--- config.mk ---
export PLATFORM = sky130hd
export DESIGN_NAME = rgb_led_panel_scan_driver
export DESIGN_NICKNAME = d
export VERILOG_FILES = /design/src/rtl/core/rlpsd_pkg.sv /design/src/rtl/core/rlpsd_frame_mem.sv /design/src/rtl/core/rlpsd_row_shifter.sv /design/src/rtl/core/rgb_led_panel_scan_driver.sv
export VERILOG_INCLUDE_DIRS = /design/src /design/src/rtl/core
export SDC_FILE = /design/constraint.sdc
export NUM_CORES = 2
export LEC_CHECK = 0
export BUFFER_PORTS_ARGS = -buffer_cell sky130_fd_sc_hd__buf_2
export CAP_MARGIN = 40
export CORE_MARGIN = 3
export CORE_UTILIZATION = 45
export DETAILED_ROUTE_END_ITERATION = 7
export GPL_TIMING_DRIVEN = 0
export HOLD_SLACK_MARGIN = 0.08
export SYNTH_ARGS = -nofsm -noshare
export SYNTH_HDL_FRONTEND = slang
export SYNTH_HIERARCHICAL = 1
export SYNTH_SLANG_ARGS = --single-unit
--- constraint.sdc ---
create_clock -name clk -period 12.96 [get_ports clk]
set_input_delay 0 -clock clk [delete_from_list [all_inputs] [get_ports clk]]
set_output_delay 0 -clock clk [all_outputs]
set_load 0.005 [all_outputs]
--- src/rtl/core/rgb_led_panel_scan_driver_defines.svh ---
// ----------------------------------------------------------------------------
// RGB LED panel scan driver - assertion macros
// Shared concurrent assertion forms, clocked on clk and held off in reset.
// ----------------------------------------------------------------------------
`ifndef RGB_LED_PANEL_SCAN_DRIVER_DEFINES_SVH
`define RGB_LED_PANEL_SCAN_DRIVER_DEFINES_SVH

`ifndef SYNTH

// Consequent must hold in the same cycle as the antecedent
`define RLPSD_ASSERT_SAME(lbl, ante, cons) \
	lbl: assert property (@(posedge clk) disable iff (!arst_n) (ante) |-> (cons)) \
		else $error("rlpsd: same-cycle check failed");

// Consequent must hold in the cycle after the antecedent
`define RLPSD_ASSERT_NEXT(lbl, ante, cons) \
	lbl: assert property (@(posedge clk) disable iff (!arst_n) (ante) |=> (cons)) \
		else $error("rlpsd: next-cycle check failed");

`else

`define RLPSD_ASSERT_SAME(lbl, ante, cons)
`define RLPSD_ASSERT_NEXT(lbl, ante, cons)

`endif

`endif

--- src/rtl/core/rlpsd_pkg.sv ---
// ----------------------------------------------------------------------------
// RGB LED panel scan driver - shared package
// Request opcodes, colour plane codes and the shifter control bundle.
// ----------------------------------------------------------------------------
`default_nettype none

package rlpsd_pkg;

	localparam logic [1:0] OP_TICK  = 2'd0;
	localparam logic [1:0] OP_WRITE = 2'd1;
	localparam logic [1:0] OP_BAR   = 2'd2;

	localparam logic [1:0] PLANE_RED   = 2'd0;
	localparam logic [1:0] PLANE_GREEN = 2'd1;
	localparam logic [1:0] PLANE_BLUE  = 2'd2;

	localparam int NUM_PLANES = 3;

	typedef struct packed {
		logic       load;
		logic [1:0] plane;
		logic       start;
		logic [2:0] row_addr;
	} shift_ctrl_t;

endpackage

`default_nettype wire

--- src/rtl/core/rlpsd_frame_mem.sv ---
// ----------------------------------------------------------------------------
// RGB LED panel scan driver - frame store
// One row word per plane and pixel row; bit-masked write, two registered reads.
// ----------------------------------------------------------------------------
`default_nettype none

module rlpsd_frame_mem #(
	parameter int DEPTH = 48,
	parameter int WIDTH = 32,
	parameter int AW    = 6
) (
	input  wire logic             clk,
	input  wire logic             wr_en,
	input  wire logic [AW-1:0]    wr_addr,
	input  wire logic [WIDTH-1:0] wr_mask,
	input  wire logic [WIDTH-1:0] wr_data,
	input  wire logic             rd_en,
	input  wire logic [AW-1:0]    rd_addr_a,
	input  wire logic [AW-1:0]    rd_addr_b,
	output logic      [WIDTH-1:0] rd_data_a,
	output logic      [WIDTH-1:0] rd_data_b
);

	logic [WIDTH-1:0] mem_q [DEPTH];
	logic [WIDTH-1:0] rd_a_q;
	logic [WIDTH-1:0] rd_b_q;

	always_ff @(posedge clk) begin
		if (wr_en) begin
			for (int i = 0; i < WIDTH; i++) begin
				if (wr_mask[i]) begin
					mem_q[wr_addr][i] <= wr_data[i];
				end
			end
		end
	end

	always_ff @(posedge clk) begin
		if (rd_en) begin
			rd_a_q <= mem_q[rd_addr_a];
			rd_b_q <= mem_q[rd_addr_b];
		end
	end

	assign rd_data_a = rd_a_q;
	assign rd_data_b = rd_b_q;

endmodule

`default_nettype wire

--- src/rtl/core/rlpsd_row_shifter.sv ---
// ----------------------------------------------------------------------------
// RGB LED panel scan driver - row shifter
// Six row shift registers, one bit per cycle unless stalled, onto a registered output stage.
// ----------------------------------------------------------------------------
`default_nettype none

module rlpsd_row_shifter
	import rlpsd_pkg::*;
#(
	parameter int WORD_W = 32
) (
	input  wire logic              clk,
	input  wire logic              arst_n,
	input  wire shift_ctrl_t       ctrl,
	input  wire logic [WORD_W-1:0] upper_word,
	input  wire logic [WORD_W-1:0] lower_word,
	output logic                   busy,
	output logic                   m_axis_tvalid,
	input  wire logic              m_axis_tready,
	output logic [15:0]            m_axis_tdata,
	output logic                   m_axis_tlast
);

	localparam int CW = $clog2(WORD_W + 1);

	logic [WORD_W-1:0] up_q [NUM_PLANES];
	logic [WORD_W-1:0] lo_q [NUM_PLANES];
	logic [CW-1:0]     cnt_q;
	logic [2:0]        row_q;
	logic              out_valid_q;
	logic [5:0]        pix_q;
	logic [2:0]        out_row_q;
	logic              out_last_q;
	logic              advance;

	assign busy    = (cnt_q != '0);
	assign advance = busy && (!out_valid_q || m_axis_tready);

	// load one plane's pair of row words, shift all six right on advance
	always_ff @(posedge clk) begin
		if (ctrl.load) begin
			unique case (ctrl.plane)
				PLANE_RED: begin
					up_q[0] <= upper_word;
					lo_q[0] <= lower_word;
				end
				PLANE_GREEN: begin
					up_q[1] <= upper_word;
					lo_q[1] <= lower_word;
				end
				PLANE_BLUE: begin
					up_q[2] <= upper_word;
					lo_q[2] <= lower_word;
				end
				default: begin
				end
			endcase
		end else if (advance) begin
			for (int p = 0; p < NUM_PLANES; p++) begin
				up_q[p] <= up_q[p] >> 1;
				lo_q[p] <= lo_q[p] >> 1;
			end
		end
		if (ctrl.start) begin
			row_q <= ctrl.row_addr;
		end
		if (advance) begin
			pix_q      <= {lo_q[2][0], up_q[2][0], lo_q[1][0], up_q[1][0],
				lo_q[0][0], up_q[0][0]};
			out_row_q  <= row_q;
			out_last_q <= (cnt_q == CW'(1));
		end
	end

	always_ff @(posedge clk or negedge arst_n) begin
		if (!arst_n) begin
			cnt_q       <= '0;
			out_valid_q <= 1'b0;
		end else begin
			if (ctrl.start) begin
				cnt_q <= CW'(WORD_W);
			end else if (advance) begin
				cnt_q <= cnt_q - CW'(1);
			end
			if (advance) begin
				out_valid_q <= 1'b1;
			end else if (m_axis_tready) begin
				out_valid_q <= 1'b0;
			end
		end
	end

	assign m_axis_tvalid = out_valid_q;
	assign m_axis_tdata  = {7'd0, out_row_q, pix_q};
	assign m_axis_tlast  = out_last_q;

endmodule

`default_nettype wire

--- src/rtl/core/rgb_led_panel_scan_driver.sv ---
// ----------------------------------------------------------------------------
// RGB LED panel scan driver - top level
// Frame store, request sequencer and serial row shifter for an eighth-scan panel.
// ----------------------------------------------------------------------------
// Requests arrive on the s_axis channel; tuser carries the opcode.
// A byte write completes in the cycle it is accepted.
// A column bar sweeps every plane and row of the store, one word write a
// cycle through the single write port.
// A refresh tick reads the six row words plane by plane through the two
// read ports, then shifts them out one bit per cycle while m_axis is not
// stalled: WORD_W results (32 at the defaults), the last one with
// tlast set. The first result is registered after the load sequence has
// started the shifter. The shifter advances only when its output register
// is free, so a stalled receiver simply holds the shift; the next request
// is taken once the shifter has drained, even while its last result still
// waits. After reset the whole store is cleared, during which s_axis_tready
// stays low. The scan row restarts at 0.
// ----------------------------------------------------------------------------
`default_nettype none

`include "rgb_led_panel_scan_driver_defines.svh"

module rgb_led_panel_scan_driver
	import rlpsd_pkg::*;
#(
	parameter int PANEL_WIDTH  = 32,
	parameter int PANEL_HEIGHT = 16
) (
	input  wire logic        clk,
	input  wire logic        arst_n,
	input  wire logic        s_axis_tvalid,
	output logic             s_axis_tready,
	// plane[1:0], byte_column[3:2], pixel_row[7:4], byte_value[15:8],
	// bar_column[20:16], bar_height[28:21], bar_color[31:29]
	input  wire logic [31:0] s_axis_tdata,
	// opcode[1:0]
	input  wire logic [1:0]  s_axis_tuser,
	output logic             m_axis_tvalid,
	input  wire logic        m_axis_tready,
	// red_upper[0], red_lower[1], green_upper[2], green_lower[3],
	// blue_upper[4], blue_lower[5], row_address[8:6], zero[15:9]
	output logic [15:0]      m_axis_tdata,
	// latch_last
	output logic             m_axis_tlast
);

	localparam int COL_BYTES = PANEL_WIDTH / 8;
	localparam int WORD_W    = COL_BYTES * 8;
	localparam int HALF_ROWS = PANEL_HEIGHT / 2;
	localparam int DEPTH     = NUM_PLANES * PANEL_HEIGHT;
	localparam int AW        = $clog2(DEPTH);
	localparam int RW        = $clog2(PANEL_HEIGHT);
	localparam int TW        = $clog2(PANEL_HEIGHT + 1);
	localparam int SW        = (HALF_ROWS > 1) ? $clog2(HALF_ROWS) : 1;

	localparam logic [1:0] ST_CLEAR = 2'd0;
	localparam logic [1:0] ST_IDLE  = 2'd1;
	localparam logic [1:0] ST_BAR   = 2'd2;
	localparam logic [1:0] ST_LOAD  = 2'd3;

	// request fields
	logic [1:0] opcode;
	logic [1:0] plane;
	logic [1:0] byte_column;
	logic [3:0] pixel_row;
	logic [7:0] byte_value;
	logic [4:0] bar_column;
	logic [7:0] bar_height;
	logic [2:0] bar_color;

	assign opcode      = s_axis_tuser;
	assign plane       = s_axis_tdata[1:0];
	assign byte_column = s_axis_tdata[3:2];
	assign pixel_row   = s_axis_tdata[7:4];
	assign byte_value  = s_axis_tdata[15:8];
	assign bar_column  = s_axis_tdata[20:16];
	assign bar_height  = s_axis_tdata[28:21];
	assign bar_color   = s_axis_tdata[31:29];

	logic [1:0]    state_q;
	logic [AW-1:0] addr_q;
	logic [RW-1:0] row_q;
	logic [1:0]    plane_q;
	logic [SW-1:0] scan_row_q;
	logic [4:0]    bar_col_q;
	logic [TW-1:0] bar_thr_q;
	logic [2:0]    bar_color_q;

	logic              accept;
	logic              sweep_end;
	logic              shift_busy;
	logic              wr_en;
	logic [AW-1:0]     wr_addr;
	logic [WORD_W-1:0] wr_mask;
	logic [WORD_W-1:0] wr_data;
	logic [WORD_W-1:0] bar_mask;
	logic              bar_set;
	logic              rd_en;
	logic [AW-1:0]     rd_addr_a;
	logic [AW-1:0]     rd_addr_b;
	logic [WORD_W-1:0] rd_data_a;
	logic [WORD_W-1:0] rd_data_b;
	logic              write_ok;
	logic              bar_ok;
	logic [TW-1:0]     bar_thr;
	shift_ctrl_t       ctrl;

	assign s_axis_tready = (state_q == ST_IDLE) && !shift_busy;
	assign accept        = s_axis_tvalid && s_axis_tready;
	assign sweep_end     = (addr_q == AW'(DEPTH - 1));

	assign write_ok = (int'(plane) < NUM_PLANES) && (int'(byte_column) < COL_BYTES)
		&& (int'(pixel_row) < PANEL_HEIGHT);
	assign bar_ok   = (int'(bar_column) < WORD_W);
	assign bar_thr  = (int'(bar_height) > PANEL_HEIGHT) ? TW'(0)
		: TW'(PANEL_HEIGHT - int'(bar_height));

	assign bar_mask = WORD_W'(1) << bar_col_q;
	assign bar_set  = (int'(row_q) >= int'(bar_thr_q)) && bar_color_q[plane_q];

	// write port: clearing and bar sweeps, or a byte write straight from the request
	always_comb begin
		wr_en   = 1'b0;
		wr_addr = addr_q;
		wr_mask = '1;
		wr_data = '0;
		unique case (state_q)
			ST_CLEAR: begin
				wr_en = 1'b1;
			end
			ST_BAR: begin
				wr_en   = 1'b1;
				wr_mask = bar_mask;
				wr_data = bar_set ? bar_mask : '0;
			end
			ST_IDLE: begin
				wr_en   = accept && (opcode == OP_WRITE) && write_ok;
				wr_addr = AW'(int'(plane) * PANEL_HEIGHT + int'(pixel_row));
				wr_mask = WORD_W'(8'hFF) << {byte_column, 3'b000};
				wr_data = {COL_BYTES{byte_value}};
			end
			default: begin
			end
		endcase
	end

	// tick loading: read plane plane_q, load the previously read plane from the registered read data
	assign rd_en     = (state_q == ST_LOAD) && (int'(plane_q) < NUM_PLANES);
	assign rd_addr_a = AW'(int'(plane_q) * PANEL_HEIGHT + int'(scan_row_q));
	assign rd_addr_b = AW'(int'(plane_q) * PANEL_HEIGHT + int'(scan_row_q) + HALF_ROWS);

	assign ctrl.load     = (state_q == ST_LOAD) && (plane_q != 2'd0);
	assign ctrl.plane    = plane_q - 2'd1;
	assign ctrl.start    = (state_q == ST_LOAD) && (int'(plane_q) == NUM_PLANES);
	assign ctrl.row_addr = 3'(scan_row_q);

	always_ff @(posedge clk) begin
		if (accept && (opcode == OP_BAR)) begin
			bar_col_q   <= bar_column;
			bar_thr_q   <= bar_thr;
			bar_color_q <= bar_color;
		end
	end

	always_ff @(posedge clk or negedge arst_n) begin
		if (!arst_n) begin
			state_q    <= ST_CLEAR;
			addr_q     <= '0;
			row_q      <= '0;
			plane_q    <= '0;
			scan_row_q <= '0;
		end else begin
			unique case (state_q) inside
				ST_CLEAR, ST_BAR: begin
					if (sweep_end) begin
						state_q <= ST_IDLE;
						addr_q  <= '0;
						row_q   <= '0;
						plane_q <= '0;
					end else begin
						addr_q <= addr_q + AW'(1);
						if (row_q == RW'(PANEL_HEIGHT - 1)) begin
							row_q   <= '0;
							plane_q <= plane_q + 2'd1;
						end else begin
							row_q <= row_q + RW'(1);
						end
					end
				end
				ST_IDLE: begin
					if (accept) begin
						addr_q  <= '0;
						row_q   <= '0;
						plane_q <= '0;
						case (opcode)
							OP_TICK: state_q <= ST_LOAD;
							OP_BAR:  state_q <= bar_ok ? ST_BAR : ST_IDLE;
							default: state_q <= ST_IDLE;
						endcase
					end
				end
				ST_LOAD: begin
					if (ctrl.start) begin
						state_q <= ST_IDLE;
						plane_q <= '0;
						// advance the scan row once its words are in the shifter
						if (int'(scan_row_q) == HALF_ROWS - 1) begin
							scan_row_q <= '0;
						end else begin
							scan_row_q <= scan_row_q + SW'(1);
						end
					end else begin
						plane_q <= plane_q + 2'd1;
					end
				end
				default: begin
					state_q <= ST_IDLE;
				end
			endcase
		end
	end

	rlpsd_frame_mem #(
		.DEPTH (DEPTH),
		.WIDTH (WORD_W),
		.AW    (AW)
	) u_frame_mem (
		.clk       (clk),
		.wr_en     (wr_en),
		.wr_addr   (wr_addr),
		.wr_mask   (wr_mask),
		.wr_data   (wr_data),
		.rd_en     (rd_en),
		.rd_addr_a (rd_addr_a),
		.rd_addr_b (rd_addr_b),
		.rd_data_a (rd_data_a),
		.rd_data_b (rd_data_b)
	);

	rlpsd_row_shifter #(
		.WORD_W (WORD_W)
	) u_row_shifter (
		.clk           (clk),
		.arst_n        (arst_n),
		.ctrl          (ctrl),
		.upper_word    (rd_data_a),
		.lower_word    (rd_data_b),
		.busy          (shift_busy),
		.m_axis_tvalid (m_axis_tvalid),
		.m_axis_tready (m_axis_tready),
		.m_axis_tdata  (m_axis_tdata),
		.m_axis_tlast  (m_axis_tlast)
	);

	// a tick request goes straight into the load sequence
	`RLPSD_ASSERT_NEXT(a_tick_loads, accept && (opcode == OP_TICK), state_q == ST_LOAD)
	// never restart the shifter while it still holds row data
	`RLPSD_ASSERT_SAME(a_start_idle, ctrl.start, !shift_busy)
	// a bar sweep touches exactly one pixel column
	`RLPSD_ASSERT_SAME(a_bar_one_bit, state_q == ST_BAR, wr_en && $onehot(wr_mask))

endmodule

`default_nettype wire
# Word-level counts from Yosys, hierarchy flattened
# Memories as Yosys holds them, arrays and structs flattened. A register that Yosys moved wholly into a read port is not among the register bits.
# Cells that the tools add are included.
# classes
add_sub_neg,10
magnitude_cmp,5
n_eq_ne,16
shift,2
n_mux,143
n_bitwise,6
reduce_logical,27
# ops
operator,count
32-bit 2-to-1 mux,7
32-bit case mux with 2 select lines,2
1-bit 2-to-1 mux,111
1-bit by 5-bit left shift with 32-bit output (first input constant),1
8-bit by 5-bit left shift with 32-bit output (first input constant),1
6-bit 2-to-1 mux,5
2-bit 2-to-1 mux,7
4-bit 2-to-1 mux,3
2-bit case mux with 3 select lines,2
6-bit case mux with 2 select lines,1
1-bit logical AND,10
2-bit by 1-bit == test with 1-bit output (second input constant),4
2-bit == test (second input constant),4
8-bit by 5-bit > comparator with 1-bit output (second input constant),1
4-bit case mux with 2 select lines,1
2-bit nonzero test,4
6-bit by 1-bit adder with 6-bit output (second input constant),1
6-bit by 3-bit adder with 6-bit output,1
6-bit by 4-bit adder with 6-bit output,1
6-bit by 4-bit adder with 6-bit output (second input constant),1
6-bit by 1-bit == test with 1-bit output (second input constant),1
6-bit == test (second input constant),1
2-bit logical NOT,3
1-bit bitwise OR,6
25 further kinds,30
# word_totals
reg_bits,50
ram_bits,1728
input_bits,38
out_inout_bits,19
elab_cells,226
memories,3
# memory_table
name,words,word_bits,read_ports,rd_clocked_by_memory_dff,wr,line_no,rtl
u_frame_mem.mem_q,48,32,2,2,1,rlpsd_frame_mem.sv:24,logic [WIDTH-1:0] mem_q [DEPTH];
u_row_shifter.lo_q,3,32,3,0,3,rlpsd_row_shifter.sv:27,logic [WORD_W-1:0] lo_q [NUM_PLANES];
u_row_shifter.up_q,3,32,3,0,3,rlpsd_row_shifter.sv:26,logic [WORD_W-1:0] up_q [NUM_PLANES];

# Depth between registers and ports, before layout
# logic_depth
depth_word,9
mapped_depth,14
depth_no_buf,11

# Modules after synthesis
# Netlist, hierarchy kept.
# by_module_without_submodules
mod,n_inst,cells_per_inst,area_each_um2,seq_area_each_um2
rlpsd_frame_mem,1,6073,81301.7,48046.1
rlpsd_row_shifter,1,477,8954.8,6331.1
rgb_led_panel_scan_driver,1,302,2409.8,815.8

# Least setup slack after synthesis
# No wires, ideal clock.
# synth_path
path_kind,register to register
start,reg plane_q[0]
end,mem u_row_shifter.lo_q[2][0] (netlist: u_row_shifter/lo_q[0][64]) (enable)
setup_time_ns,0.509
t_arrival_ns,4.402
required_ns,12.451
setup_slack_ns,8.049
path_stages_with_launch,6
path_buffers,0
synth_period_minus_slack_ns,4.911
cell_sequence,dfrtp_1 -> inv_1 -> ha_1 -> nor2b_1 -> nand2b_1 -> o22ai_1
# synth_rtl
element,line_no,rtl
start: declaration,rgb_led_panel_scan_driver.sv:83,logic [1:0] plane_q;
start signal: assignment,rgb_led_panel_scan_driver.sv:184,plane_q <= plane_q + 2'd1;
start signal: assignment,rgb_led_panel_scan_driver.sv:213,plane_q <= plane_q + 2'd1;
end: declaration,rlpsd_row_shifter.sv:27,

# Final worst setup path
# layout_path
start,reg u_row_shifter.cnt_q[3]
end,mem u_frame_mem.mem_q[36][16] (enable)
# layout_between
elab_chain_len,9
# layout_lines
element,line_no,rtl
start: declaration,rlpsd_row_shifter.sv:28,logic [CW-1:0] cnt_q;
start signal: assignment,rlpsd_row_shifter.sv:81,cnt_q <= CW'(WORD_W);
start signal: assignment,rlpsd_row_shifter.sv:83,cnt_q <= cnt_q - CW'(1);
6-bit nonzero test,rlpsd_row_shifter.sv:36,assign busy = (cnt_q != '0);
named net shift_busy,rgb_led_panel_scan_driver.sv:91,logic shift_busy;
1-bit logical NOT,rgb_led_panel_scan_driver.sv:108,assign s_axis_tready = (state_q == ST_IDLE) && !shift_busy;
1-bit logical AND,rgb_led_panel_scan_driver.sv:108,
1-bit logical AND,rgb_led_panel_scan_driver.sv:109,assign accept = s_axis_tvalid && s_axis_tready;
1-bit logical AND (2 in series),rgb_led_panel_scan_driver.sv:137,wr_en = accept && (opcode == OP_WRITE) && write_ok;
1-bit case mux with 2 select lines,rgb_led_panel_scan_driver.sv:127,unique case (state_q)
named net wr_en,rgb_led_panel_scan_driver.sv:92,logic wr_en;
1-bit 2-to-1 mux,rlpsd_frame_mem.sv:29,if (wr_en) begin
1-bit 2-to-1 mux (implied by the code),rlpsd_frame_mem.sv:32,mem_q[wr_addr][i] <= wr_data[i];
end: declaration,rlpsd_frame_mem.sv:24,
# The timed path passes the listed nets, and every way through them passes these cells.

==> Flow_metrics.wiki <==
{| class="wikitable"
! Metric !! Value
|-
| Setup ws final || 8282 ps
|-
| Ranking of synthesized cells by area || sky130_fd_sc_hd__edfxtp_1 59%, sky130_fd_sc_hd__mux2i_1 11%, sky130_fd_sc_hd__mux4_2 7.8%, sky130_fd_sc_hd__nor2_1 6.3%, sky130_fd_sc_hd__mux2_2 2.4%
|-
| Iteration count of the initial detailed-routing pass || 8
|-
| Count of flip-flops with a built-in enable after synthesis || 1,818
|-
| Non-filler instance count after layout || 10,210
|-
| Leakage power figure || 31.32 nW
|-
| Fmax || 213.8 MHz
|-
| Max Transition Viols Final || 0
|-
| Unrepaired setup endpoints after global routing || false
|-
| Total power divided by cell area || 149.5 mW/mm^2
|-
| Relative slew slack || 25.54%
|-
| Number of flip-flops and latches in the synthesized netlist || 1,842
|-
| Number of routed nets with antenna violations || 0
|-
| Main flop type after synthesis || sky130_fd_sc_hd__edfxtp_1
|-
| Iteration-0 DRC count of the detailed router || 10,820
|-
| Share of the synthesized area in the top cell type || 58.91%
|-
| Slew @ Worst Pin || 1117 ps
|-
| Kind of critical path || reg -> reg
|-
| Seq/Total Area, Yosys || 59.56%
|-
| Number of rows in the core area || 165
|-
| Area growth from synthesis to layout || 14.81%
|-
| Final cycle utilization of the critical path || 36.10%
|-
| Largest net degree at the start of global routing || 53
|-
| First-pass GRT wire length || 499.7 mm
|-
| Input/output buffers || 49
|-
| Post-DP HPWL || 272.0 mm
|-
| Overall die height || 459.8 um
|-
| Largest clock skew in the final design || 43.82 ps
|-
| Capturing element type of the critical path || register
|-
| Accumulated negative setup slack || 0 ps
|-
| Number of standard cells after synthesis || 6,852
|-
| Root buf cell || sky130_fd_sc_hd__clkbuf_16
|-
| Grt total ovfl || 0
|-
| Clock latency on the worst-skew pair || 910 ps
|-
| CORE AREA || 0.2036 mm^2
|-
| Clock transition at the registers of the reported paths || 60 ps
|-
| Number of I/O pins || 57
|-
| Number of vias after detailed routing || 66,770
|-
| Worst-case vdd ir drop || 0.0001362 V
|-
| Routability Congestion || 1.083
|-
| Peak fanout along the critical path || 10
|-
| Kind of start point of the critical path || register
|-
| Overall track demand over capacity in global routing || 34.17%
|-
| Count of final hold-check violations || 0
|-
| Vias per inst || 6.540
|-
| Run status || completed
|-
| Post-Syn Area || 0.09267 mm^2
|-
| Area of the die || 0.2114 mm^2
|-
| Number of placed cells counting well taps || 9,772
|-
| Bufs on Longest Clock Path || 3
|-
| Cell area after placement || 0.09942 mm^2
|-
| DRC Markers || 0
|-
| Number of nets at the end of the flow || 7,413
|-
| Number of global-route vias before repair || 63,920
|-
| Final critical path time including I/O delays and setup || 4678 ps
|-
| Yosys warnings || 6
|-
| Arrival time worst endpoint || 5240 ps
|-
| Die outline width || 459.8 um
|-
| Post-CTS Setup Bufs || 0
|-
| TritonCTS clock tree || built
|-
| Min-delay worst type || in -> async
|-
| Reg2Reg Setup Slack || 8280 ps
|-
| Total number of clock tree sinks || 1,842
|-
| Average cell area after synthesis || 13.52 um^2
|-
| Number of library cell types mapped by synthesis || 62
|-
| Post-place setup slack || 8438 ps
|-
| Detailed Route WL || 367.8 mm
|-
| Endpoints failing setup || 0
|-
| Max cap viols || 0
|-
| Final std cell area, no fill || 0.1064 mm^2
|-
| Antenna violations before repair || 17
|-
| Worst path required time || 13,530 ps
|-
| Num CTS Buffers || 201
|-
| Ratio of cells with drive above 1 in the final layout || 17.79%
|-
| # H-tree levels || 4
|-
| Starting density of the core || 45.52%
|-
| Largest area contributor in the synthesized netlist || sky130_fd_sc_hd__edfxtp_1
|-
| Detail-routed net length per standard cell || 36.02 um
|-
| Fraction of registers with async set or reset after synthesis || 1.303%
|}
==> metal layers <==
layer  routed length, um  vias up  track usage [%]
met1              137500    34210            45.47
li1                    -    27020                -
met5                  19        -          0.02296
met2              158900     4633            50.70
met3               47550      907            9.703
met4               23770        4            18.42
==> metrics by stage <==
step	hold slack [ps]	util, %	total power, mW
2_1_floorplan	-295.6	-	8.637
3_3_place_gp	56.25	47.30	9.833
3_5_place_dp	54.21	48.84	10.09
4_1_cts	80.26	52.23	15.74
5_1_grt	133.2	52.26	16.25
6_report	121.5	52.27	15.90
==> sequential cells by signal (all words and copies together) (netlist names), 4 cells and up <==
signal	cells
bar_col_q	5
u_row_shifter/up_q	96
bar_thr_q	5
u_row_shifter/pix_q	6
addr_q	6
u_row_shifter/lo_q	96
row_q	4
u_frame_mem/mem_q	1536
u_frame_mem/rd_data_a	32
u_row_shifter/cnt_q	6
u_frame_mem/rd_data_b	32
==> cells in the mapped netlist, types with 6 or more instances <==
library cell	number
sky130_fd_sc_hd__o21ai_1	19
sky130_fd_sc_hd__o41ai_1	6
sky130_fd_sc_hd__and2_1	10
sky130_fd_sc_hd__a22oi_1	257
sky130_fd_sc_hd__nand2_1	234
sky130_fd_sc_hd__a21oi_1	137
sky130_fd_sc_hd__mux2i_1	1029
sky130_fd_sc_hd__buf_6	51
sky130_fd_sc_hd__o21ai_2	11
sky130_fd_sc_hd__mux2_2	195
sky130_fd_sc_hd__buf_2	57
sky130_fd_sc_hd__dfrtp_1	24
sky130_fd_sc_hd__mux4_2	320
sky130_fd_sc_hd__a221oi_1	129
sky130_fd_sc_hd__a22o_1	131
sky130_fd_sc_hd__clkbuf_1	423
sky130_fd_sc_hd__buf_4	77
sky130_fd_sc_hd__nor3_1	8
sky130_fd_sc_hd__nand2b_1	12
sky130_fd_sc_hd__inv_1	24
sky130_fd_sc_hd__nor3b_1	7
sky130_fd_sc_hd__ha_1	18
sky130_fd_sc_hd__o41ai_2	58
sky130_fd_sc_hd__o22ai_1	67
sky130_fd_sc_hd__buf_1	77
sky130_fd_sc_hd__nor2_1	1566
sky130_fd_sc_hd__o21ai_0	12
sky130_fd_sc_hd__nor2b_1	14
sky130_fd_sc_hd__edfxtp_1	1818
==> placed cells by master, fill, tap and decap left out, types with 10 or more instances in the layout <==
cell type and count:
sky130_fd_sc_hd__nand2b_1 12, sky130_fd_sc_hd__clkinv_1 57, sky130_fd_sc_hd__buf_8 79, sky130_fd_sc_hd__nor2_1 1566
sky130_fd_sc_hd__dfrtp_1 24, sky130_fd_sc_hd__clkinv_2 40, sky130_fd_sc_hd__buf_2 114, sky130_fd_sc_hd__bufinv_16 15
sky130_fd_sc_hd__diode_2 10, sky130_fd_sc_hd__mux2_2 195, sky130_fd_sc_hd__clkbuf_16 206, sky130_fd_sc_hd__a22o_1 131
sky130_fd_sc_hd__o21ai_0 10, sky130_fd_sc_hd__a21oi_1 137, sky130_fd_sc_hd__buf_6 110, sky130_fd_sc_hd__a22oi_1 257
sky130_fd_sc_hd__o41ai_2 60, sky130_fd_sc_hd__buf_1 77, sky130_fd_sc_hd__clkbuf_1 460, sky130_fd_sc_hd__o21ai_4 32
sky130_fd_sc_hd__dlygate4sd3_1 48, sky130_fd_sc_hd__and2_1 10, sky130_fd_sc_hd__mux2i_1 1029, sky130_fd_sc_hd__nand2_1 234
sky130_fd_sc_hd__buf_12 39, sky130_fd_sc_hd__buf_4 87, sky130_fd_sc_hd__mux4_2 320, sky130_fd_sc_hd__a221oi_1 129
sky130_fd_sc_hd__edfxtp_1 1818, sky130_fd_sc_hd__o22ai_1 65, sky130_fd_sc_hd__inv_1 24, sky130_fd_sc_hd__nor2b_1 13
sky130_fd_sc_hd__ha_1 18
==> critical path: stages (launching register included) <==
cell                       delay [ps]
sky130_fd_sc_hd__dfrtp_1          450
sky130_fd_sc_hd__or4_1            600
sky130_fd_sc_hd__nor2_1           150
sky130_fd_sc_hd__inv_1            150
sky130_fd_sc_hd__nand2b_1         270
sky130_fd_sc_hd__a21oi_1          150
sky130_fd_sc_hd__nand4b_1         140
sky130_fd_sc_hd__a21oi_1          230
sky130_fd_sc_hd__buf_4            230
sky130_fd_sc_hd__clkbuf_1         520
sky130_fd_sc_hd__nand2_1          510
sky130_fd_sc_hd__clkbuf_1         370
sky130_fd_sc_hd__clkbuf_1         370
sky130_fd_sc_hd__nor2_1           210
==> worst paths after layout <==
path                                                        end  depth (start not counted)                          startpoint
max reg2reg                 u_frame_mem/mem_q[36][16]$_DFFE_PP_                         13  u_row_shifter/cnt_q[3]$_DFFE_PN0P_
min                                   scan_row_q[2]$_DFFE_PN0P_                          4                              arst_n
max                         u_frame_mem/mem_q[36][16]$_DFFE_PP_                         13  u_row_shifter/cnt_q[3]$_DFFE_PN0P_
max in group asynchronous    u_row_shifter/cnt_q[5]$_DFFE_PN0P_                          4                              arst_n
min reg2reg                u_row_shifter/out_row_q[0]$_DFFE_PP_                          0    u_row_shifter/row_q[0]$_DFFE_PP_
min in group clk              u_frame_mem/mem_q[8][0]$_DFFE_PP_                          5                     s_axis_tdata[5]
==> cell families after synthesis <==
kind of cell	after synthesis	synth area share [%]
other cells	3	0.01215
xor+xnor	2	0.01891
mux	1544	21.26
simple gates	1878	7.864
flops	1842	59.56
compound gates	854	7.333
fa+ha+maj	18	0.2430
buf+inv	711	3.706
==> cell type report <==
cell class              instances  area (um^2)
flip-flops and latches       1842        55190
clock inverters               131         1117
inverters                      24        90.09
repair buffers                296         3527
diodes                         10        25.02
plain buffers                 687         3344
multi-input cells            4305        34460
well taps                    2672         3343
clock buffers                 243         5294
fillers                     17330        97160
==> power by group <==
part	total, mW	leakage, nW	switching (mW)	internal, mW
clock	5.69	3.14	2.48	3.21
combinational	2.96	11.2	2.28	0.682
sequential	7.25	17.0	0.0747	7.18
==> repair_timing <==
action                    4_1_cts  5_1_grt
hold endpoints to repair      135        0
resized for setup               0        0
hold buffers                   49        0
(Power assumes the default switching activity.)
